File: config.mk
export PLATFORM = sky130hd
export DESIGN_NAME = ths_cfg
export DESIGN_NICKNAME = d
export VERILOG_FILES = /design/src/ths_pkg.sv /design/src/ths_cfg.sv
export SDC_FILE = /design/constraint.sdc
export NUM_CORES = 1
export LEC_CHECK = 0
export BUFFER_PORTS_ARGS = -buffer_cell sky130_fd_sc_hd__buf_2
export CAP_MARGIN = 15
export CORE_MARGIN = 1
export CORE_UTILIZATION = 48
export DETAILED_ROUTE_END_ITERATION = 8
export PLACE_DENSITY = 0.77
export SLEW_MARGIN = 20
export SYNTH_ARGS = -nofsm -noshare
export SYNTH_HDL_FRONTEND = slang
export SYNTH_SLANG_ARGS = --single-unit
export TNS_END_PERCENT = 30
File: constraint.sdc
create_clock -name clk -period 1.7 [get_ports clk]
set_input_delay 0.34 -clock clk [delete_from_list [all_inputs] [get_ports clk]]
set_output_delay 0.34 -clock clk [all_outputs]
set_load 0.05 [all_outputs]
File: src/ths_pkg.sv
package ths_pkg;

	localparam int MAP_SIDE_DEF    = 256;
	localparam int SAMPLE_BITS_DEF = 16;

	localparam int POS_W   = 32;
	localparam int IDX_W   = 16;
	localparam int VAL_W   = 16;
	localparam int MW_W    = 9;
	localparam int DW      = 33;
	localparam int CELL_W  = 9;
	localparam int ADDR_W  = 21;

	localparam int DIV1_STEPS = DW;
	localparam int DIV2_STEPS = CELL_W;
	localparam int LOC_LAT    = DIV1_STEPS + DIV2_STEPS + 3;

	localparam logic OP_LOAD  = 1'b0;
	localparam logic OP_QUERY = 1'b1;

	typedef enum logic [1:0] {
		REG_TILE  = 2'd0,
		REG_GAIN  = 2'd1,
		REG_WIDTH = 2'd2,
		REG_ROWS  = 2'd3
	} reg_idx_t;

	typedef struct packed {
		logic [31:0]     tile;
		logic [31:0]     gain;
		logic [MW_W-1:0] width;
		logic [MW_W-1:0] rows;
	} cfg_t;

	typedef struct packed {
		logic valid;
		logic query;
	} tag_t;

endpackage

File: src/ths_cfg.sv
module ths_cfg import ths_pkg::*; (
	input  logic        clk,
	input  logic        arst_n,
	input  logic        psel,
	input  logic        penable,
	input  logic        pwrite,
	input  logic [3:0]  paddr,
	input  logic [31:0] pwdata,
	output logic [31:0] prdata,
	output logic        pready,
	output cfg_t        cfg
);

	reg_idx_t idx;
	cfg_t     cfg_q;

	assign idx    = reg_idx_t'(paddr[3:2]);
	assign pready = 1'b1;
	assign cfg    = cfg_q;

	always_ff @(posedge clk or negedge arst_n) begin
		if (!arst_n) begin
			cfg_q.tile  <= 32'd65536;
			cfg_q.gain  <= 32'd65536;
			cfg_q.width <= 9'd256;
			cfg_q.rows  <= 9'd256;
		end else if (psel && penable && pwrite) begin
			unique case (idx)
				REG_TILE:  cfg_q.tile  <= pwdata;
				REG_GAIN:  cfg_q.gain  <= pwdata;
				REG_WIDTH: cfg_q.width <= pwdata[MW_W-1:0];
				REG_ROWS:  cfg_q.rows  <= pwdata[MW_W-1:0];
				default: ;
			endcase
		end
	end

	always_comb begin
		unique case (idx)
			REG_TILE:  prdata = cfg_q.tile;
			REG_GAIN:  prdata = cfg_q.gain;
			REG_WIDTH: prdata = {23'd0, cfg_q.width};
			REG_ROWS:  prdata = {23'd0, cfg_q.rows};
			default:   prdata = 32'd0;
		endcase
	end

endmodule

==> metrics.md <==
| Metric | Value |
|---|---|
| Outcome | `complete, but fails checks` |
| Failing checks | `negative setup slack` |
| Worst Setup Slack, final | `-0.03219 ns` |
| GRT overflow | `0` |
| Maximum clock path buffer count | `2` |
| IO Pins | `between 150 and 200` |
| Sum of negative setup slack | `-0.1799 ns` |
| DR vias/cell | `5.108` |
| Row cnt | `31` |
| Nets@finish | `around 470` |
| Mux cell area share after synthesis | `about two fifths` |
| CTS Buf Count | `9` |
| Largest register FFs | `82` |
| Hold Path Class | `in -> async` |
| Synth Area in XOR/XNOR | `0%` |
| Synth Area in Adders | `0%` |
| Flops & latches, synth | `82` |
| Cell variety after synth | `21` |
| CP Class | `reg -> out` |
| Via Count | `roughly 2700` |
| FMAX | `between 500 and 600 MHz` |
| Register area | `approximately 2000 sq um` |
| Worst Clk Skew | `0 ns` |
| WP data required | `~1.4 ns` |
| Synth Net Count | `about 290` |
| Fillers | `between 400 and 500` |
| Synth Area in Simple Gates | `between 3 and 4%` |
| Core ar. | `7408 sq um` |
| Average size of a mapped cell | `15.47 sq um` |
| Clk pin slew, worst setup/hold paths | `about 0.080 ns` |
| Detail Route Antenna Nets | `0` |
| Final worst-path cycle share | `101.9%` |
| Gr usage total | `between 20% and 30%` |
| DPL Wire Length | `between 6000 and 7000 um` |
| Diode count | `0` |
| Placed instance count | `slightly below 500` |
| Layout cells sized above 1 | `between 70 and 80%` |
| Pin count of the biggest net entering global routing | `a little over 80` |
| Final slew viol count | `0` |
| Setup-failing EPs final | `9` |
| WL/cell | `between 15 and 20 um` |
| FF-to-FF End | `cfg[20]` |
| DRT Wirelength | `9130 um` |
| CTS tree | `yes` |
| Leak | `roughly 2.8 nW` |
| Port Buffers | `around 150` |
| Fin cells | `528` |
| Vias in the first global route | `about 2900` |
| Pre-antenna DRT Iters | `4` |
| H-tree depth | `3` |
| Cells after Synth | `244` |
| Skew-Pair Late Insertion Delay | `0.32 ns` |
| Post-Syn Area | `3775 sq um` |
| R2R Setup Slk | `~0.80 ns` |
| Max-cap violations | `0` |
| Die ar. | `around 8200 sq um` |
| Initial antenna violation count | `0` |
| Root buffer cell | `clkbuf_8` |
| Tot Pwr | `8.616 mW` |
| Fin. Hold Viols | `0` |
| Final Critical Period | `1.732 ns` |
| First-pass GRT wire length | `15010 um` |
| Area occupied by multi-input gates | `roughly 1900 sq um` |
| Critical Path Source Type | `register` |
| Ys Warns | `0` |
| PwrDens | `~1500 nW/um^2` |
| Sequential fraction of the synthesis area | `between 50% and 60%` |
| DRC | `0` |
| GP Congestion | `0.7474` |
| Worst r2r src | `cfg[20]` |
| Starting density of the core | `50.95%` |
| Die H | `approximately 91 um` |
| DRT iter0 DRCs | `62` |
| Crit Path Max Fanout | `3` |
| Worst-case reg-to-reg path depth | `2` |
| Worst ir drop on vdd | `around 960 uV` |
| RSZ-0062 raised after global routing | `yes` |
| Critical Path End Type | `output pin` |
| CTS sink cnt | `82` |
| Die width | `around 91 um` |
| Main combinational cell family by area after synthesis | `multiplexers` |
| Critical path arrival | `approximately 1.4 ns` |
| Area fraction in compound gates after synthesis | `0%` |
| Min Hold Slack | `0.01891 ns` |
| Synth-to-Final Area Change | `49.25%` |
-- layout by cell type (no fill, tap or decap), drive strengths merged --
| cell type | n |
|---|---|
| dfstp | 4 |
| clkinv | 1 |
| nand3 | 1 |
| conb | 1 |
| mux2 | 82 |
| clkbuf | 12 |
| bufinv | 2 |
| or2 | 1 |
| nand4 | 1 |
| mux2i | 23 |
| nor3 | 1 |
| nor2 | 24 |
| inv | 1 |
| mux4 | 9 |
| or3 | 1 |
| buf | 187 |
| dfrtp | 78 |
-- final cells by class --
type / instances / area share, %
Clock buffer: 12 / 2.576
Timing Repair Buffer: 187 / 23.70
Multi-Input combinational cell: 144 / 33.80
Clock inverter: 3 / 1.155
Sequential cell: 82 / 36.51
Tap cell: 99 / 2.199
Inverter: 1 / 0.06662
-- kinds of logic after synthesis --
| family | Yosys count |
|---|---|
| buf+inv | 18 |
| flops | 82 |
| mux | 114 |
| other cells | 1 |
| simple gates | 29 |
-- power by group --
group / internal [mW] / switching [mW]
logic: 1.41 / 2.88
clock network: 0.860 / 0.643
registers: 2.42 / 0.408
total: 4.69 / 3.93
-- metal layers --
layer	GRT usage (%)	vias up	routed length, um
met5	0	-	0
met4	7.527	0	76
met3	3.788	6	401
met2	39.77	91	4620
met1	31.00	1363	4031
li1	-	1237	-
-- through the flow --
stage	cell area, sq um	worst slack (ns)	util (%)
final	5634	-0.03219	76.05
after global routing	5634	-0.07253	76.05
after CTS	5569	-0.04185	75.17
after detailed placement	4960	-0.08216	66.95
after global placement	4960	-0.04578	66.95
after floorplan	3940	-0.07495	-
-- Yosys cell counts --
library cell  count  area [sq um]
buf_1             1         3.750
buf_2             8         40.04
buf_4             1         7.510
buf_6             5         56.30
clkbuf_1          2         7.510
conb_1            1         3.750
dfrtp_1          78          1952
dfstp_2           4         105.1
inv_2             1         3.750
mux2_1            2         22.52
mux2_2           50         563.0
mux2_4           30         450.4
mux2i_1          23         230.2
mux4_2            9         202.7
nand3_1           1         5.000
nand4_1           1         6.260
nor2_1           23         86.33
nor2_2            1         6.260
nor3_2            1         10.01
or2_2             1         6.260
or3_1             1         6.260
-- worst max-delay path, cell delays in order (launching register included) --
cell     delay [ns]
dfrtp_1        0.39
mux4_2         0.50
buf_6          0.17
-- worst max-delay path by stage --
stage          startpoint          to  cells after the start  slack (ns)
6_report           cfg[1]   prdata[1]                      2       -0.03
5_1_grt           cfg[15]   prdata[6]                      2       -0.07
4_1_cts            cfg[1]   prdata[1]                      2       -0.04
3_5_place_dp     paddr[2]  prdata[16]                      6       -0.08
3_3_place_gp     paddr[2]   prdata[2]                      4       -0.05
2_1_floorplan    paddr[2]  prdata[22]                      4       -0.07
-- what timing repair did --
action                                  in CTS  in global routing
gates resized for setup                     57                 13
hold buffers                                 0                  0
gates cloned                                 1                  0
buffers inserted                            15                  2
pin swaps                                    0                  0
endpoints found under the setup margin      22                 23
(Power assumes the default switching activity.)
